--- config.mk ---
export PLATFORM = sky130hd
export DESIGN_NAME = pilg_ram
export DESIGN_NICKNAME = d
export VERILOG_FILES = /design/src/hdl/assert_macros.svh /design/src/hdl/pilg_ram.sv
export SDC_FILE = /design/constraint.sdc
export NUM_CORES = 1
export LEC_CHECK = 0
export ABC_AREA = 0
export BUFFER_PORTS_ARGS = -buffer_cell sky130_fd_sc_hd__buf_2
export CAP_MARGIN = 40
export CORE_ASPECT_RATIO = 1.2
export CORE_MARGIN = 2
export CORE_UTILIZATION = 40
export CTS_CLUSTER_SIZE = 28
export DETAILED_ROUTE_END_ITERATION = 6
export GPL_ROUTABILITY_DRIVEN = 0
export PLACE_DENSITY = 0.64
export SYNTH_ARGS = -nofsm -noshare
export SYNTH_HDL_FRONTEND = slang
export SYNTH_SLANG_ARGS = --single-unit
--- constraint.sdc ---
create_clock -name clk_i -period 3.3 [get_ports clk_i]
set_input_delay 0.33 -clock clk_i [delete_from_list [all_inputs] [get_ports clk_i]]
set_output_delay 0.33 -clock clk_i [all_outputs]
set_load 0.02 [all_outputs]
--- src/hdl/assert_macros.svh ---
// Assertion macros shared by the RTL of the grid scorer.
`ifndef ASSERT_MACROS_SVH
`define ASSERT_MACROS_SVH
`ifndef NO_ASSERTIONS
// Concurrent check that is switched off while reset is asserted.
`define PILG_ASSERT(lbl, clk, rst_n, prop, msg) \
  lbl: assert property (@(posedge clk) disable iff (!rst_n) prop) else $error(msg);
// Concurrent check that also holds while reset is asserted.
`define PILG_ASSERT_ALWAYS(lbl, clk, prop, msg) \
  lbl: assert property (@(posedge clk) prop) else $error(msg);
`else
`define PILG_ASSERT(lbl, clk, rst_n, prop, msg)
`define PILG_ASSERT_ALWAYS(lbl, clk, prop, msg)
`endif
`endif

--- src/hdl/pilg_ram.sv ---
// Generic simple dual-port RAM with one write port and a registered read port.
module pilg_ram #(
  parameter int unsigned WIDTH = 32,
  parameter int unsigned DEPTH = 16
) (
  input  logic                     clk_i,
  input  logic                     we_i,
  input  logic [$clog2(DEPTH)-1:0] waddr_i,
  input  logic [WIDTH-1:0]         wdata_i,
  input  logic                     re_i,
  input  logic [$clog2(DEPTH)-1:0] raddr_i,
  output logic [WIDTH-1:0]         rdata_o
);

  logic [WIDTH-1:0] mem_q [DEPTH];
  logic [WIDTH-1:0] rdata_q;

  always_ff @(posedge clk_i) begin
    if (we_i) begin
      mem_q[waddr_i] <= wdata_i;
    end
    if (re_i) begin
      rdata_q <= mem_q[raddr_i];
    end
  end

  assign rdata_o = rdata_q;

endmodule

# Word level (Yosys, flattened, before mapping)
# Memory sizes are Yosys's and may differ from the RTL's. A register that Yosys moved wholly into a read port is not among the register bits.
# Cells that the tools add are included.
# Widths: inputs -> output; s select.
[totals] ff_bits=0 mem_bits_rw=512 inputBits=43 out_inout_bits=32 elab_cells=3 mem_count=1
[op_classes] muxes=2
[mem_list] memory="mem_q" depth=16 width=32 rd=1 rd_clocked_by_memory_dff=1 wr=1 line_no="pilg_ram.sv:15" text="logic [WIDTH-1:0] mem_q [DEPTH];"
[op_table] operator="$mux 1" n=2

# Logic depth before layout (Yosys ltp)
[logic_depth] word_depth=2 mapped_depth=5 depth_no_buf=3

# Worst setup path after synthesis
# OpenSTA, ideal clock, no wires.
[synth_path] path_kind="input port to flip-flop" from="input waddr_i[2]" to="memory mem_q[0][0], enable pin" setup_time_ns=0.461 t_arrival_ns=3.048 t_required_ns=2.839 slack_ns=-0.210 path_stages=2 n_path_buf=0 path_cell_list="or3b_2 -> nor3_1"
[synth_lines] item="start, declared" line_no="pilg_ram.sv:8" text="input logic [$clog2(DEPTH)-1:0] waddr_i,"
[synth_lines] item="end, declared" line_no="pilg_ram.sv:15"
# Straight into the memory's write port.

==> impl_metrics.json <==
{
  "hold_violations": 0,
  "regArea_mm2": 0.0163,
  "drt_iter0_drc": 1014,
  "grt_pass1_wl_um": 63900,
  "grt_antenna_before_repair": 4,
  "pre_cts_ws_ns": 0.994,
  "clk_root_buffer_cell": "clkbuf_16",
  "final_common_cell": "edfxtp_1",
  "crit_path_start_kind": "input port",
  "yosys_warnings": 0,
  "initial_core_util_pct": 40.3,
  "track_usage_pct": 16.8,
  "synth_top_family_by_area": "multiplexers",
  "htreeDepth": 2,
  "multi_input_area_mm2": 0.00376,
  "detail-route-antenna-nets": 0,
  "drt-pass1-iter-count": 5,
  "slowest_stage": "mux4_2",
  "relSlewSlack_pct": 47.4,
  "max-cap-violations": 0,
  "cts_hold_buffers": 0,
  "syn_to_final_growth_pct": 15.0,
  "synth.avg_cell_area_um2": 24.1,
  "post_cts_buffers": 0,
  "grt_pass1_vias": 9574,
  "synth-main-ff-cell": "edfxtp_1",
  "cp_data_required_time_ns": 3.61,
  "rsz0062_at_grt": "false",
  "dr_total_vias": 9149,
  "drc": 0,
  "n_fill_cell": 4045,
  "powerDensity_mw_per_mm2": 610,
  "synth_area_mm2": 0.0202,
  "yosysSeqAreaShare_pct": 81.0,
  "fin_nets": 998,
  "post_dp_cell_area_mm2": 0.0216,
  "worst_pin_slew_ns": 0.789,
  "drive_gt1_share_pct": 32.6,
  "post-route-min-period_ns": 1.69,
  "wl_um": 43500,
  "setup_slack_ns": 1.61,
  "synth-edff-count": 544,
  "grt_max_degree": 41,
  "clock-sinks": 544,
  "post-dp-hpwl_um": 21900,
  "rrSetupSlack_ns": 1.82,
  "fin_skew_ns": 0.0122,
  "path_cells": "clkbuf_8 > buf_4 > mux4_2 > a22oi_1 > nand2_1",
  "synth-compound-area-share_pct": 2.38,
  "postSynth.asyncResetShare_pct": 0,
  "drv_slew": 0,
  "syn_inst": 838,
  "diodes": 0,
  "dieArea_mm2": 0.0523,
  "ioPinCount": 75,
  "fmax_mhz": 590,
  "ir_drop_mv": 0.336,
  "status": "complete, no violations",
  "clk_latency_ns": 0.57,
  "viasPerCell": 5.59,
  "clockBufferDepth": 3,
  "ys_types": 17,
  "fin_crit_sh_pct": 51.4,
  "cpPeakStageDelay_ns": 0.53,
  "post-route-util_pct": 46.3,
  "worstPathArrival_ns": 2.00,
  "synth-seq-cells": 544,
  "core_mm2": 0.0501,
  "setup_violations": 0,
  "fin_area_mm2": 0.0232,
  "synth_simple_gate_area_share_pct": 1.25,
  "crit_type": "input port to register",
  "die_y_um": 250,
  "worstPathMaxFanout": 39,
  "hold_path.class": "input port to register",
  "drt-wirelength-per-cell_um": 26.6,
  "die_w_um": 209,
  "fin_tns_setup_ns": 0,
  "grt-ovfl-total": 0,
  "port_buffers": 74,
  "syn_nets": 881,
  "cts_resized": 0,
  "std_cell_rows": 90,
  "tritoncts": "yes",
  "cts_made_buffers": 49,
  "most-common-layout-cells": "edfxtp_1, mux4_2, buf_2, a22oi_1, clkbuf_16",
  "synth_xor_area_share_pct": 0,
  "p_leak_nw": 7.35,
  "synth_fa_ha_area_share_pct": 0,
  "clk_pin_slew_worst_paths_ns": 0.06,
  "crit_path_end_kind": "register",
  "synth_mux_area_share_pct": 14.3
}
==> stage by stage <==
| step | power [mW] | cells | hold WS [ns] |
|---|---|---|---|
| final | 14.1 | 1637 | 0.136 |
| after global routing | 14.6 | 1637 | 0.128 |
| after CTS | 14.3 | 1637 | 0.108 |
| after detailed placement | 8.70 | 1548 | 0.716 |
| after global placement | 8.68 | 1548 | 0.698 |
| after floorplan | 8.38 | 838 | 0.429 |
==> logic make-up (layout without fill, tap and decap cells) <==
group	Yosys count	after routing
DFF	544	544
and+or+nand+nor	59	59
buffers and inverters	43	198
muxes	128	128
AOI/OAI and AO/OA	64	64
==> metal layers <==
layer	global-route usage [%]	share of wire, %	up-vias
met5	0	0.081	-
met4	4.06	1.6	6
met3	3.36	7.8	52
met2	27.4	49	339
met1	23.5	41	4930
li1	-	-	3822
==> flip-flops by register name, summed over array words and instances, names as in the netlist <==
register  cells
mem_q       512
rdata_o      32
==> path summary, 6_finish.rpt <==
check / from / endpoint / depth (start not counted)
worst max-delay path: raddr_i[0] / rdata_o[21] / 5
worst min-delay path: wdata_i[10] / mem_q[13][10] / 1
worst max register to register: mem_q[3][8] / rdata_o[8] / 3
worst min register to register: mem_q[12][2] / rdata_o[2] / 3
==> cell usage after synthesis (all sizes together), types with 2 or more instances <==
cell type / instances / area [µm²]
nor2b: 2 / 12.5
edfxtp: 544 / 16300
nand3b: 2 / 15.0
mux4: 128 / 2880
buf: 26 / 159
nand2: 33 / 124
nor2: 13 / 48.8
nor3: 4 / 20.0
nand2b: 2 / 12.5
a22oi: 64 / 480
clkbuf: 17 / 63.8
==> where the power goes <==
part / switching (mW) / internal, mW / total (mW) / leakage, nW
logic: 0.432 / 0.279 / 0.711 / 1.64
clock network: 2.39 / 3.22 / 5.61 / 0.766
registers: 0.0421 / 7.78 / 7.82 / 4.94
total: 2.87 / 11.3 / 14.1 / 7.35
==> critical path: cells and delay by family <==
family,cells,cell delay [ns]
AO/OA/AOI/OAI,1,0.22
AND/OR/NAND/NOR,1,0.08
multiplexers,1,0.53
buffers and inverters,2,0.80
==> area by class of cell <==
type	count	share of cell area [%]
Multi-Input combinational cell	251	16.2
Clock inverter	24	1.05
Timing Repair Buffer	109	3.15
Clock buffer	65	5.73
Tap cell	644	3.47
Sequential cell	544	70.4
No activity file was read; power rests on OpenSTA's default activity.
