<file path="config.mk">
export PLATFORM = sky130hd
export DESIGN_NAME = pilg_acc_unit
export DESIGN_NICKNAME = d
export VERILOG_FILES = /design/src/hdl/assert_macros.svh /design/src/hdl/pilg_pkg.sv /design/src/hdl/pilg_acc_unit.sv
export SDC_FILE = /design/constraint.sdc
export NUM_CORES = 1
export LEC_CHECK = 0
export BUFFER_PORTS_ARGS = -buffer_cell sky130_fd_sc_hd__buf_4
export CAP_MARGIN = 20
export CORE_MARGIN = 2
export CORE_UTILIZATION = 38
export CTS_BUF_LIST = sky130_fd_sc_hd__clkbuf_4
export CTS_CLUSTER_DIAMETER = 80
export CTS_CLUSTER_SIZE = 8
export DETAILED_ROUTE_END_ITERATION = 10
export PLACE_DENSITY_LB_ADDON = 0.25
export SLEW_MARGIN = 20
export SYNTH_ARGS = -nofsm -noshare
export SYNTH_HDL_FRONTEND = slang
export SYNTH_SLANG_ARGS = --single-unit
</file>
<file path="constraint.sdc">
create_clock -name clk_i -period 7.5 [get_ports clk_i]
set_clock_uncertainty 0.15 [all_clocks]
set_input_delay 1.5 -clock clk_i [delete_from_list [all_inputs] [get_ports clk_i]]
set_output_delay 1.5 -clock clk_i [all_outputs]
set_load 0.01 [all_outputs]
</file>
<file path="src/hdl/assert_macros.svh">
// Assertion macros shared by the RTL of the grid scorer.
`ifndef ASSERT_MACROS_SVH
`define ASSERT_MACROS_SVH
`ifndef NO_ASSERTIONS
// Concurrent check that is switched off while reset is asserted.
`define PILG_ASSERT(lbl, clk, rst_n, prop, msg) \
  lbl: assert property (@(posedge clk) disable iff (!rst_n) prop) else $error(msg);
// Concurrent check that also holds while reset is asserted.
`define PILG_ASSERT_ALWAYS(lbl, clk, prop, msg) \
  lbl: assert property (@(posedge clk) prop) else $error(msg);
`else
`define PILG_ASSERT(lbl, clk, rst_n, prop, msg)
`define PILG_ASSERT_ALWAYS(lbl, clk, prop, msg)
`endif
`endif

</file>
<file path="src/hdl/pilg_pkg.sv">
// Types, constants and helper functions of the pairwise inbreeding grid scorer.
package pilg_pkg;

  localparam int unsigned LOCUS_W      = 12;
  localparam int unsigned GRID_IDX_W   = 4;
  localparam int unsigned CLASS_W      = 2;
  localparam int unsigned CALL_W       = 2;
  localparam int unsigned WORD_W       = 32;
  localparam int unsigned SUM_W        = 48;
  localparam int unsigned CFG_W        = 5;
  localparam int unsigned CLASSES      = 3;
  localparam int unsigned MAX_OUT      = 16;
  localparam int unsigned LOCUS_SPAN   = 1 << LOCUS_W;

  localparam int unsigned GRID_POINTS_DEF = 16;
  localparam int unsigned LOCI_DEF        = 4096;
  localparam int unsigned ACC_WIDTH_DEF   = 48;

  localparam logic [CFG_W-1:0]  ACTIVE_RESET = 5'd16;
  localparam logic [WORD_W-1:0] NEG_INF_WORD = 32'h8000_0000;

  // Request codes.
  localparam logic REQ_TABLE_WRITE = 1'b0;
  localparam logic REQ_LOCUS       = 1'b1;

  // Call codes.
  localparam logic [CALL_W-1:0] CALL_MISSING = 2'd0;
  localparam logic [CALL_W-1:0] CALL_REF     = 2'd1;
  localparam logic [CALL_W-1:0] CALL_ALT     = 2'd2;

  // Genotype class codes.
  localparam logic [CLASS_W-1:0] CLS_BOTH_ALT = 2'd0;
  localparam logic [CLASS_W-1:0] CLS_BOTH_REF = 2'd1;
  localparam logic [CLASS_W-1:0] CLS_MIXED    = 2'd2;

  typedef struct packed {
    logic                     req_type;
    logic [LOCUS_W-1:0]       locus_index;
    logic [GRID_IDX_W-1:0]    grid_index;
    logic [CLASS_W-1:0]       genotype_class;
    logic signed [WORD_W-1:0] table_value;
    logic [CALL_W-1:0]        call_first;
    logic [CALL_W-1:0]        call_second;
    logic                     last_locus;
  } in_item_t;

  typedef struct packed {
    logic [GRID_IDX_W-1:0]   out_grid_index;
    logic signed [SUM_W-1:0] loglike_sum;
    logic [GRID_IDX_W-1:0]   best_index;
    logic                    saturated;
    logic                    last_result;
  } out_item_t;

  // Control that travels with one accumulator read into the update stage.
  typedef struct packed {
    logic                  vld;
    logic                  do_upd;
    logic                  first;
    logic [GRID_IDX_W-1:0] g;
  } stage_t;

  // Both alternate picks the both-alt class, both reference the both-ref
  // class, and anything else the mixed class.
  function automatic logic [CLASS_W-1:0] class_of(input logic [CALL_W-1:0] c1,
                                                  input logic [CALL_W-1:0] c2);
    logic [CLASS_W-1:0] k;
    if (c1 == CALL_ALT && c2 == CALL_ALT) begin
      k = CLS_BOTH_ALT;
    end else if (c1 == CALL_REF && c2 == CALL_REF) begin
      k = CLS_BOTH_REF;
    end else begin
      k = CLS_MIXED;
    end
    return k;
  endfunction

endpackage

</file>
<file path="src/hdl/pilg_acc_unit.sv">
// Saturating accumulator update and running best-index search.
module pilg_acc_unit #(
  parameter int unsigned ACC_WIDTH = pilg_pkg::ACC_WIDTH_DEF
) (
  input  logic                                 clk_i,
  input  logic                                 rst_ni,
  input  pilg_pkg::stage_t                     stage_i,
  input  logic signed [ACC_WIDTH-1:0]          acc_i,
  input  logic                                 flag_i,
  input  logic signed [pilg_pkg::WORD_W-1:0]   word_i,
  output logic                                 we_o,
  output logic [pilg_pkg::GRID_IDX_W-1:0]      widx_o,
  output logic signed [ACC_WIDTH-1:0]          wacc_o,
  output logic                                 wflag_o,
  output logic [pilg_pkg::GRID_IDX_W-1:0]      best_idx_o
);

  localparam logic signed [ACC_WIDTH:0]   SUM_MAX = {2'b00, {(ACC_WIDTH-1){1'b1}}};
  localparam logic signed [ACC_WIDTH:0]   SUM_MIN = {2'b11, {(ACC_WIDTH-1){1'b0}}};
  localparam logic signed [ACC_WIDTH-1:0] ACC_MAX = {1'b0, {(ACC_WIDTH-1){1'b1}}};
  localparam logic signed [ACC_WIDTH-1:0] ACC_MIN = {1'b1, {(ACC_WIDTH-1){1'b0}}};

  logic signed [ACC_WIDTH:0]   sum;
  logic signed [ACC_WIDTH-1:0] new_acc;
  logic                        new_flag;
  logic signed [ACC_WIDTH-1:0] best_val_q, best_val_d;
  logic [pilg_pkg::GRID_IDX_W-1:0] best_idx_q, best_idx_d;

  assign sum = (ACC_WIDTH+1)'(acc_i) + (ACC_WIDTH+1)'(word_i);

  always_comb begin
    new_acc  = acc_i;
    new_flag = flag_i;
    if (stage_i.do_upd && !flag_i) begin
      if (word_i == pilg_pkg::NEG_INF_WORD) begin
        new_acc  = ACC_MIN;
        new_flag = 1'b1;
      end else if (sum > SUM_MAX) begin
        new_acc = ACC_MAX;
      end else if (word_i[pilg_pkg::WORD_W-1] && sum <= SUM_MIN) begin
        new_acc  = ACC_MIN;
        new_flag = 1'b1;
      end else begin
        new_acc = sum[ACC_WIDTH-1:0];
      end
    end
  end

  assign we_o    = stage_i.vld && stage_i.do_upd;
  assign widx_o  = stage_i.g;
  assign wacc_o  = new_acc;
  assign wflag_o = new_flag;

  // The first grid point seeds the search; later ones win only when strictly larger.
  always_comb begin
    best_val_d = best_val_q;
    best_idx_d = best_idx_q;
    if (stage_i.vld) begin
      if (stage_i.first || new_acc > best_val_q) begin
        best_val_d = new_acc;
        best_idx_d = stage_i.g;
      end
    end
  end

  always_ff @(posedge clk_i or negedge rst_ni) begin
    if (!rst_ni) begin
      best_idx_q <= '0;
    end else begin
      best_idx_q <= best_idx_d;
    end
  end

  always_ff @(posedge clk_i) begin
    best_val_q <= best_val_d;
  end

  assign best_idx_o = best_idx_q;

endmodule

</file>
[Word level (Yosys, flattened, before mapping)]
Cells that the tools add are included.
Cells by class
  add/sub/neg operators: 1
  $lt $le $gt $ge: 3
  equal/unequal tests: 1
  muxes and demuxes: 8
  reduce and logical (&&, ||, !) cells: 6
Operators with widths (number)
  48-bit two-way mux: 4
  48-bit by 32-bit adder with 49-bit output: 1
  49-bit by 48-bit > comparator with 1-bit output (second input constant): 1
  49-bit by 48-bit <= comparator with 1-bit output (second input constant): 1
  48-bit > comparator: 1
  32-bit == test (second input constant): 1
  1-bit two-way mux: 4
  1-bit logical AND: 3
  2-bit AND reduction: 1
  1-bit zero test: 1
  1-bit logical OR: 1
Storage, ports and cells
  flip-flop bits (word level): 52
  logic and storage cells: 21

[Logic depth before layout (Yosys ltp)]
Gate-level depths: netlist of run 1.
  depth after elaboration: 10
  gate-level depth with buffers: 27
  depth with buffers taken out: 26

[Least setup slack after synthesis of run 1]
No wires, ideal clock.
  path type: in2reg
  from: input port acc_i[31]
  to: register best_idx_q (netlist bit best_idx_o[0])
  setup time: 0.132 ns
  arrival time: 9.672 ns
  data required time: 7.218 ns
  setup slack: -2.454 ns
  stages on the path: 26
  buffers on the path: 2
  path through: ha_1 > buf_6 > a21o_1 > a31o_1 > a221o_1 > a21o_1 > a31o_2 > xor2_1 > or4_4 > nor4_4 > nand4_2 > o21ai_4 > buf_4 > o31ai_1 > ha_1 > a21o_1 > a21o_1 > a21o_1 > a21o_1 > a21o_1 > a211oi_1 > o22ai_1 > nor2_1 > mux2i_1 > a31oi_1 > mux2_2
Between the ends
  cells in the longest elaborated chain, start to end: 10
Ends and longest elaborated chain
  from (decl): line pilg_acc_unit.sv:8  | input logic signed [ACC_WIDTH-1:0] acc_i,
  48-bit by 32-bit adder with 49-bit output *: line pilg_acc_unit.sv:29  | assign sum = (ACC_WIDTH+1)'(acc_i) + (ACC_WIDTH+1)'(word_i);
  49-bit by 48-bit <= comparator with 1-bit output: line pilg_acc_unit.sv:40  | end else if (word_i[pilg_pkg::WORD_W-1] && sum <= SUM_MIN) begin
  1-bit logical AND: line pilg_acc_unit.sv:40
  48-bit two-way mux: line pilg_acc_unit.sv:40
  48-bit two-way mux *: line pilg_acc_unit.sv:38  | end else if (sum > SUM_MAX) begin
  48-bit two-way mux *: line pilg_acc_unit.sv:35  | if (word_i == pilg_pkg::NEG_INF_WORD) begin
  48-bit two-way mux *: line pilg_acc_unit.sv:34  | if (stage_i.do_upd && !flag_i) begin
  net wacc_o[33]: line pilg_acc_unit.sv:13  | output logic signed [ACC_WIDTH-1:0] wacc_o,
  48-bit > comparator *: line pilg_acc_unit.sv:59  | if (stage_i.first || new_acc > best_val_q) begin
  1-bit logical OR *: line pilg_acc_unit.sv:59
  2-bit AND reduction (no source line) *
  to (signal assigned): line pilg_acc_unit.sv:70  | best_idx_q <= best_idx_d;
  to (decl): line pilg_acc_unit.sv:27  | logic [pilg_pkg::GRID_IDX_W-1:0] best_idx_q, best_idx_d;
Mark *: on every way through the listed nets, which the timed path passes. The rest lies on a longest branch.
A chain may end at the register's enable or synchronous reset.

[Worst setup path after layout of run 1]
  from: input port acc_i[20]
  to: register best_idx_q (netlist bit best_idx_o[0])
Between the ends
  cells in the longest elaborated chain, start to end: 10
Ends and longest elaborated chain (line)
  48-bit by 32-bit adder with 49-bit output: pilg_acc_unit.sv:29
  49-bit by 48-bit <= comparator with 1-bit output: pilg_acc_unit.sv:40
  1-bit logical AND: pilg_acc_unit.sv:40
  48-bit two-way mux: pilg_acc_unit.sv:40
  48-bit two-way mux: pilg_acc_unit.sv:38
  48-bit two-way mux: pilg_acc_unit.sv:35
  48-bit two-way mux *: pilg_acc_unit.sv:34
  48-bit > comparator *: pilg_acc_unit.sv:59
  1-bit logical OR *: pilg_acc_unit.sv:59
  2-bit AND reduction (no source line) *
Mark *: on every way between the ends. The rest lies on a longest branch, timed or not.

==> flow_metrics.env, run 1 <==
export IMPL_synth_flop_cell="edfxtp_1"
export IMPL_numCtsBuffers=5
export IMPL_timing_hold_ws_ns=0.3908
export IMPL_synth_seq_cells=52
export IMPL_gp_congestion=0.9789
export IMPL_setup_violations_final=0
export IMPL_place_detailed_hpwl_um=21400
export IMPL_nFillCells=1743
export IMPL_yosysTopAreaCell="edfxtp_1"
export IMPL_ys_seq_area_share_pct=21.77
export IMPL_synth_edf_count=48
export IMPL_grt_pass1_wl_um=38230
export IMPL_critPathLaunchType="input pin"
export IMPL_wl_um=24670
export IMPL_design_area_sq_mm=0.009562
export IMPL_core_sq_mm=0.01815
export IMPL_period_share_pct=96.43
export IMPL_clockBufferDepth=2
export IMPL_clkTransAtPathRegs_ns=0.13
export IMPL_cts_hold_buf=0
export IMPL_worstMarginPinSlew_ns=0.9465
export IMPL_cts_sinks=52
export IMPL_syn_nets=1076
export IMPL_p_leak_nw=4.506
export IMPL_yosysWarnings=0
export IMPL_htree_num_levels=2
export IMPL_critPathMaxFanout=7
export IMPL_drt_initial_drc_count=676
export IMPL_yosys_top_cells_count="96 x ha_1, 90 x nand2_1, 78 x nor2_1"
export IMPL_drt_pass1_iterations=5
export IMPL_hold_violations=0
export IMPL_cp_arrival_ns=7.36
export IMPL_fin_cells=1361
export IMPL_clock_latency_ns=0.39
export IMPL_power_density_mw_per_mm2=144.6
export IMPL_synth_top_cell_area_share_pct=20.36
export IMPL_worstHoldPathType="reg -> reg"
export IMPL_max_cap_viol_count=0
export IMPL_routed_via_density=5.724
export IMPL_post_cts_setup_buffers=0
export IMPL_placed_area_sq_mm=0.009473
export IMPL_syn_to_final_growth_pct=35.04
export IMPL_syn_inst=889
export IMPL_fmax_mhz=138.3
export IMPL_dieArea_sq_mm=0.01974
export IMPL_relSlewSlack_pct=36.90
export IMPL_r2r_start="best_val_q[33]"
export IMPL_crit_end="best_idx_o[0]"
export IMPL_track_usage_pct=24.31
export IMPL_root_buffer="clkbuf_4"
export IMPL_rsz0062_at_grt="no"
export IMPL_reg2reg_depth=14
export IMPL_grt_pass1_vias=7261
export IMPL_worstReg2RegEnd="best_idx_o[0]"
export IMPL_grt_overflow_total=0
export IMPL_grt_max_degree=97
export IMPL_start_util_pct=39.02
export IMPL_wl_per_cell_um=18.13
export IMPL_drive_above_1_share_pct=30.50
export IMPL_status="finished clean"
export IMPL_ir_worst_vdd_mv=0.05810
export IMPL_min_path_cells=1
export IMPL_num_vias=7791
export IMPL_post_cts_resized=0
export IMPL_yosysMostFrequentCell="ha_1"
export IMPL_nNetsFinal=1317
export IMPL_async_reset_ff_share_pct=7.692
export IMPL_cts_tree="yes"
export IMPL_syn_cell_area_sq_mm=0.007081
export IMPL_synth_cell_types=77
export IMPL_syn_area_per_cell_sq_um=7.965
export IMPL_required_ns=7.62
export IMPL_die_y_um=140.5
export IMPL_num_rows=49
export IMPL_post_route_drc_count=0
export IMPL_ios=148
export IMPL_timing_worst_setup_path_type="in -> reg"
export IMPL_dieWidth_um=140.5
export IMPL_ys_top_cells_by_area="edfxtp_1 20%, ha_1 17%, a21oi_1 5.4%, nand2_1 4.8%, nor2_1 4.1%"
export IMPL_pre_cts_ws_ns=-0.3771
export IMPL_antenna_left=0
export IMPL_finalCriticalPeriod_ns=7.233
export IMPL_placedCellCount=1352
export IMPL_slew_viol_final=0
export IMPL_worst_slack_ns=0.2675
export IMPL_endpoint_kind="flip-flop"
export IMPL_portBuffers=147
export IMPL_startpoint="acc_i[20]"
export IMPL_grt_antenna_before_repair=1
export IMPL_rrSetupSlack_ns=4.38
worst min-delay path by stage:
stage	startpoint	to	slack [ns]
final	best_idx_o[1]	best_idx_o[1]	0.39
after global routing	best_idx_o[2]	best_idx_o[2]	0.41
after CTS	best_idx_o[1]	best_idx_o[1]	0.39
after detailed placement	best_idx_o[1]	best_idx_o[1]	0.36
after global placement	best_idx_o[0]	best_idx_o[0]	0.35
after floorplan	best_idx_o[0]	best_idx_o[0]	0.40
worst max-delay path, cell delays in order:
cell	delay [ns]
buf_4	0.13
ha_1	0.36
a21oi_1	0.20
o21ai_0	0.22
a221oi_2	0.25
nand3_2	0.19
a311oi_2	0.42
xnor2_1	0.19
or4_4	0.55
nor4_4	0.17
nand4_2	0.17
o21a_2	0.29
buf_4	0.17
a22o_4	0.22
ha_1	0.17
a21o_1	0.18
a21o_1	0.15
a21o_1	0.15
a21o_1	0.16
a21o_1	0.16
a211oi_2	0.20
o22ai_1	0.11
nor2_1	0.14
mux2i_1	0.29
a31oi_4	0.16
buf_12	0.17
mux2_4	0.29
layer usage:
layer  global-route usage [%]  up-vias  wire (um)
li1                         -     3788          -
met1                    34.70     3641      11230
met2                    39.06      320      10960
met3                    2.940       42       1873
met4                    6.316        0        604
met5                        0        -          0
flip-flops by register name, summed over array words and instances, names as in the netlist:
register,count
best_val_q,48
best_idx_o,4
per-stage QoR:
step                power, mW  TNS (ns)  util, %
floorplan              0.8833         0        -
global placement        1.242    -18.65    52.20
detailed placement      1.247    -17.91    52.20
CTS                     1.372         0    52.48
global route            1.478         0    52.69
finish                  1.383         0    52.69
where the power goes:
| group | leakage, nW | switching [mW] | total [mW] | internal [mW] |
|---|---|---|---|---|
| Clock | 0.0324 | 0.0894 | 0.124 | 0.0346 |
| Sequential | 0.512 | 0.0105 | 0.373 | 0.363 |
| Combinational | 3.96 | 0.480 | 0.885 | 0.405 |
logic make-up after synthesis:
logic type	synth area share, %
flops	21.77
compound gates	27.87
mux	0.9189
fa+ha+maj	17.25
xor+xnor	5.072
simple gates	20.13
buf+inv	6.998
cell usage in the layout, fill, tap and decap left out, types with 13 or more instances in the layout:
master | netlist | routed
o31ai_1 | 34 | 33
xnor2_1 | 21 | 21
nand2_1 | 90 | 89
edfxtp_1 | 48 | 48
a21oi_1 | 76 | 72
a21o_1 | 30 | 30
nand4_1 | 31 | 31
nor3_1 | 14 | 14
xor2_1 | 20 | 20
ha_1 | 96 | 90
o21a_1 | 19 | 18
buf_4 | 7 | 279
inv_1 | 62 | 62
a22o_1 | 15 | 13
o21ai_0 | 42 | 41
nand3_1 | 15 | 15
nor2_1 | 78 | 77
final cells by class:
type | count | area (sq um) | area share (%)
diodes | 1 | 2.502 | 0.02617
well taps | 229 | 286.5 | 2.997
repair buffers | 283 | 2166 | 22.65
inverters | 62 | 232.7 | 2.434
flip-flops and latches | 52 | 1541 | 16.12
clock inverters | 3 | 13.76 | 0.1439
clock buffers | 5 | 37.54 | 0.3926
multi-input cells | 726 | 5281 | 55.23
(Power assumes the default switching activity.)
==> run 2, diff against run 1 <==
==> constraint.sdc (replaced) <==
create_clock -name clk_i -period 8.4 [get_ports clk_i]
set_clock_uncertainty 0.15 [all_clocks]
set_input_delay 1.68 -clock clk_i [delete_from_list [all_inputs] [get_ports clk_i]]
set_output_delay 1.68 -clock clk_i [all_outputs]
set_load 0.01 [all_outputs]
==> run 2 against run 1 <==
Effect of this change:
- sequential cell count is the same
- global-route usage shrank 0.94 points
- clock power shrank 5%
- via count shrank 7.5%
- non-clock buffer count shrank 111
==> flow_metrics.env, run 2 (same netlist as run 1, synthesis figures left out) <==
export IMPL_ios=148
export IMPL_clock_latency_ns=0.39
export IMPL_setup_total_negative_slack_ns=0
export IMPL_dieArea_sq_mm=0.01974
export IMPL_hold_violations=0
export IMPL_dieWidth_um=140.5
export IMPL_post_cts_setup_buffers=0
export IMPL_fmax_mhz=125.3
export IMPL_placedCellCount=1241
export IMPL_final_cell_mix="171 x buf_4, 96 x ha_1, 90 x nand2_1"
export IMPL_cts_hold_buf=0
export IMPL_finalCriticalPeriod_ns=7.983
export IMPL_cts_tree="yes"
export IMPL_regMostFlops="best_val_q"
export IMPL_start_util_pct=39.02
export IMPL_grt_pass1_wl_um=36940
export IMPL_placed_area_sq_mm=0.008431
export IMPL_power_density_mw_per_mm2=133.0
export IMPL_ir_worst_vdd_mv=0.05641
export IMPL_status="finished clean"
export IMPL_max_cap_viol_count=0
export IMPL_gp_congestion=0.9770
export IMPL_period_share_pct=95.03
export IMPL_clockBufferDepth=2
export IMPL_drt_initial_drc_count=659
export IMPL_setup_violations_final=0
export IMPL_r2r_start="best_val_q[33]"
export IMPL_worstMarginPinSlew_ns=0.9673
export IMPL_post_route_drc_count=0
export IMPL_slew_viol_final=0
export IMPL_startpoint="acc_i[4]"
export IMPL_relSlewSlack_pct=35.51
export IMPL_syn_to_final_growth_pct=19.90
export IMPL_worstHoldPathType="reg -> reg"
export IMPL_nFillCells=1854
export IMPL_wl_per_cell_um=18.71
export IMPL_die_y_um=140.5
export IMPL_timing_worst_setup_path_type="in -> reg"
export IMPL_numCtsBuffers=5
export IMPL_largest_reg_flops=48
export IMPL_post_cts_resized=0
export IMPL_antenna_left=0
export IMPL_critPathMaxFanout=37
export IMPL_utilization_pct=46.78
export IMPL_cp_arrival_ns=8.12
export IMPL_grt_antenna_before_repair=1
export IMPL_portBuffers=147
export IMPL_num_vias=7210
export IMPL_grt_overflow_total=0
export IMPL_place_detailed_hpwl_um=19840
export IMPL_required_ns=8.53
export IMPL_routed_via_density=5.768
export IMPL_wl_um=23390
export IMPL_multi_input_comb_area_sq_mm=0.005066
export IMPL_num_rows=49
export IMPL_final_common_cell="buf_4"
export IMPL_critPathLaunchType="input pin"
export IMPL_drt_pass1_iterations=5
export IMPL_root_buffer="clkbuf_4"
export IMPL_clkTransAtPathRegs_ns=0.14
export IMPL_rsz0062_at_grt="no"
export IMPL_core_sq_mm=0.01815
export IMPL_design_area_sq_mm=0.008489
export IMPL_register_area_sq_mm=0.001541
export IMPL_htree_num_levels=2
export IMPL_grt_max_degree=97
export IMPL_p_leak_nw=3.898
export IMPL_fin_cells=1250
export IMPL_min_from="best_idx_o[0]"
export IMPL_nNetsFinal=1206
export IMPL_drive_above_1_share_pct=20.29
export IMPL_cts_sinks=52
export IMPL_grt_pass1_vias=6892
export IMPL_endpoint_kind="flip-flop"
export IMPL_track_usage_pct=23.37
==> run 2: changes by cell type in the layout (fill, tap and decap cells not counted), moves of 3 or more <==
| cell | delta |
|---|---|
| buf_4 | -108 |
| ha_1 | +6 |
| ha_4 | -6 |
| a21oi_1 | +4 |
| a21oi_2 | -4 |
| mux2_2 | +4 |
| mux2_4 | -4 |
| nor4_1 | +3 |
| nor4_2 | -3 |
==> run 2: worst max-delay path, stage by stage <==
cell and delay [ns]:
buf_4 0.12, ha_1 0.36, nand2_1 0.10, nor3_1 0.40
nor2_1 0.13, xnor2_1 0.21, or4_1 0.52, or4_1 0.44
nor4_1 0.23, nor4bb_1 0.49, nand4_2 0.22, o21a_1 0.34
buf_4 0.20, a22o_1 0.23, ha_1 0.30, a21o_1 0.18
a21o_1 0.17, a21o_1 0.17, a21oi_1 0.14, o21ai_0 0.11
a31oi_1 0.18, o22ai_1 0.08, nor2_1 0.12, mux2i_1 0.33
a31oi_4 0.15, buf_12 0.21, mux2_2 0.29
==> run 2: cell type report <==
cell class / instances / area share, %
inverter: 62 / 2.741
antenna: 1 / 0.02948
timing repair buffer: 172 / 15.36
sequential: 52 / 18.16
multi-input combinational: 726 / 59.68
tap: 229 / 3.375
clock buffer: 7 / 0.6190
clock inverter: 1 / 0.04422
==> run 2: per-stage QoR <==
step | hold slack (ns) | setup WS (ns) | total power, mW
6_report | 0.3742 | 0.4171 | 1.129
5_1_grt | 0.4029 | 0.1293 | 1.217
4_1_cts | 0.3798 | 0.5241 | 1.127
3_5_place_dp | 0.3465 | 0.1130 | 1.006
3_3_place_gp | 0.3451 | 0.1417 | 1.003
2_1_floorplan | 0.4012 | 0.2043 | 0.7707
==> run 2: power breakdown <==
group	internal (mW)	switching, mW	leakage (nW)	total, mW
registers	0.324	0.00823	0.512	0.332
logic	0.280	0.399	3.35	0.679
clock network	0.0388	0.0794	0.0338	0.118
total	0.643	0.486	3.90	1.13
==> run 2: final timing paths <==
| check | endpoint | slack [ns] | cells past startpoint |
|---|---|---|---|
| worst min-delay path | best_idx_o[0] | 0.37 | 1 |
| worst max register to register | best_idx_o[3] | 5.13 | 14 |
| max in group asynchronous | best_idx_o[2] | 7.09 | 1 |
| worst min register to register | best_idx_o[0] | 0.37 | 1 |
| min in group asynchronous | best_idx_o[0] | 0.91 | 1 |
| worst max-delay path | best_idx_o[3] | 0.42 | 27 |
==> run 2: metal layers <==
metal	GRT usage, %	part of all wire [%]
met1	33.50	46
met2	37.25	44
met3	2.769	7.0
met4	6.421	2.5
met5	0	0
==> run 3, diff against run 2 <==
--- a/config.mk
+++ b/config.mk
@@ -7,6 +7,7 @@
 export LEC_CHECK = 0
 export BUFFER_PORTS_ARGS = -buffer_cell sky130_fd_sc_hd__buf_4
 export CAP_MARGIN = 20
+export CORE_ASPECT_RATIO = 1.5
 export CORE_MARGIN = 2
 export CORE_UTILIZATION = 38
 export CTS_BUF_LIST = sky130_fd_sc_hd__clkbuf_4
==> run 3 against run 2 <==
Effect of this change:
- hold slack gained 0.0027 ns
- critical path type unchanged
- count of clock-buffer cells in the layout shrank 2
- largest cell class unchanged
- sequential cell count is the same
- largest power group unchanged
- core utilization grew 0.52 points
==> flow_metrics.env, run 3 (same netlist as run 1, synthesis figures left out) <==
export IMPL_status="finished clean"
export IMPL_drive_above_1_share_pct=21.85
export IMPL_reg2reg_depth=13
export IMPL_ir_worst_vdd_mv=0.07595
export IMPL_grtUsageMet2_pct=45.44
export IMPL_worstMarginPinSlew_ns=0.7092
export IMPL_nFillCells=1905
export IMPL_nNetsFinal=1225
export IMPL_worstReg2RegEnd="best_val_q[29]"
export IMPL_period_share_pct=94.62
export IMPL_place_detailed_hpwl_um=21590
export IMPL_cp_arrival_ns=7.91
export IMPL_rrSetupSlack_ns=5.18
export IMPL_holdPathEnd="best_idx_o[3]"
export IMPL_top_usage_layer="met2"
export IMPL_multi_input_comb_area_sq_mm=0.005071
export IMPL_cts_tree="yes"
export IMPL_pre_cts_ws_ns=0.1562
export IMPL_core_sq_mm=0.01839
export IMPL_required_ns=8.36
export IMPL_endpoint_kind="flip-flop"
export IMPL_grt_antenna_before_repair=0
export IMPL_wl_per_cell_um=19.72
export IMPL_grt_pass1_vias=7071
export IMPL_fin_cells=1291
export IMPL_post_cts_setup_buffers=0
export IMPL_use_met1_pct=29.81
export IMPL_rsz0062_at_grt="no"
export IMPL_cts_hold_buf=0
export IMPL_antenna_left=0
export IMPL_num_vias=7360
export IMPL_drt_pass1_iterations=5
export IMPL_clock_latency_ns=0.40
export IMPL_grt_overflow_total=0
export IMPL_final_common_cell="buf_4"
export IMPL_setup_violations_final=0
export IMPL_routed_via_density=5.701
export IMPL_setup_total_negative_slack_ns=0
export IMPL_register_area_sq_mm=0.001541
export IMPL_r2r_start="best_val_q[33]"
export IMPL_finalCriticalPeriod_ns=7.948
export IMPL_worst_slack_ns=0.4516
export IMPL_die_y_um=171.2
export IMPL_numCtsBuffers=5
export IMPL_max_cap_viol_count=0
export IMPL_post_route_drc_count=0
export IMPL_dieWidth_um=115.5
export IMPL_drt_initial_drc_count=472
export IMPL_htree_num_levels=2
export IMPL_min_path_cells=1
export IMPL_start_util_pct=38.49
export IMPL_critPathMaxFanout=15
export IMPL_cts_sinks=52
export IMPL_grt_pass1_wl_um=38230
export IMPL_portBuffers=147
export IMPL_diodes=0
export IMPL_dieArea_sq_mm=0.01976
export IMPL_root_buffer="clkbuf_4"
export IMPL_clkTransAtPathRegs_ns=0.16
export IMPL_gp_congestion=0.9950
export IMPL_min_from="best_idx_o[3]"
export IMPL_use_met3_pct=2.784
export IMPL_critPathLaunchType="input pin"
export IMPL_hold_violations=0
export IMPL_power_density_mw_per_mm2=136.7
export IMPL_num_rows=61
export IMPL_placedCellCount=1283
export IMPL_fmax_mhz=125.8
export IMPL_timing_worst_setup_path_type="in -> reg"
export IMPL_regMostFlops="best_val_q"
export IMPL_ios=148
export IMPL_p_leak_nw=4.002
export IMPL_track_usage_pct=25.33
export IMPL_wl_um=25450
export IMPL_grt_max_degree=55
export IMPL_largest_reg_flops=48
export IMPL_startpoint="acc_i[16]"
export IMPL_syn_to_final_growth_pct=22.87
export IMPL_worstHoldPathType="reg -> reg"
export IMPL_slew_viol_final=0
export IMPL_clockBufferDepth=2
export IMPL_final_cell_mix="189 x buf_4, 96 x ha_1, 90 x nand2_1"
export IMPL_relSlewSlack_pct=52.32
export IMPL_post_cts_resized=0
run 3: how the worst max path moves through the flow:
| stage | slack, ns | to |
|---|---|---|
| final | 0.45 | best_val_q[29] |
| after global routing | 0.005 | best_val_q[28] |
| after detailed placement | 0.16 | best_val_q[46] |
| after floorplan | 0.20 | best_idx_o[0] |
| after global placement | 0.15 | best_val_q[37] |
| after CTS | 0.56 | best_val_q[45] |
run 3: area by class of cell:
type,instances,area share (%)
sequential,52,17.72
timing repair buffer,191,16.77
clock buffer,5,0.4315
multi-input combinational,726,58.29
inverter,62,2.675
tap,252,3.624
clock inverter,3,0.4890
run 3: critical path, stage by stage:
cell and delay, ns:
buf_4 0.13, ha_1 0.50, nand2_1 0.14, o211ai_1 0.31
or3b_1 0.42, a211oi_2 0.40, a31o_2 0.25, xor2_1 0.10
or4_4 0.44, nor4_4 0.30, nand4_2 0.19, o21a_1 0.37
buf_4 0.21, a22o_1 0.26, ha_1 0.32, nand4_1 0.10
nor2_1 0.23, nand4_1 0.16, nor4_1 0.39, o21ai_0 0.20
buf_4 0.18, a31oi_4 0.32, buf_4 0.30
run 3: metal layers:
metal	up-vias	part of all wire [%]
li1	3606	-
met1	3367	39
met2	315	50
met3	72	6.2
met4	0	5.2
met5	-	0
run 3: power by group:
group / total [mW] / internal (mW) / switching [mW]
logic: 0.708 / 0.295 / 0.413
registers: 0.332 / 0.324 / 0.00811
clock network: 0.149 / 0.0623 / 0.0862
total: 1.19 / 0.681 / 0.508
run 3: metrics by stage:
stage	area, sq um	total power, mW	utilization (%)	hold slack (ns)
2_1_floorplan	7096	0.7707	-	0.4012
3_3_place_gp	8615	1.037	46.83	0.3474
3_5_place_dp	8615	1.039	46.83	0.3465
4_1_cts	8695	1.189	47.27	0.3817
5_1_grt	8700	1.274	47.30	0.3991
6_report	8700	1.189	47.30	0.3769
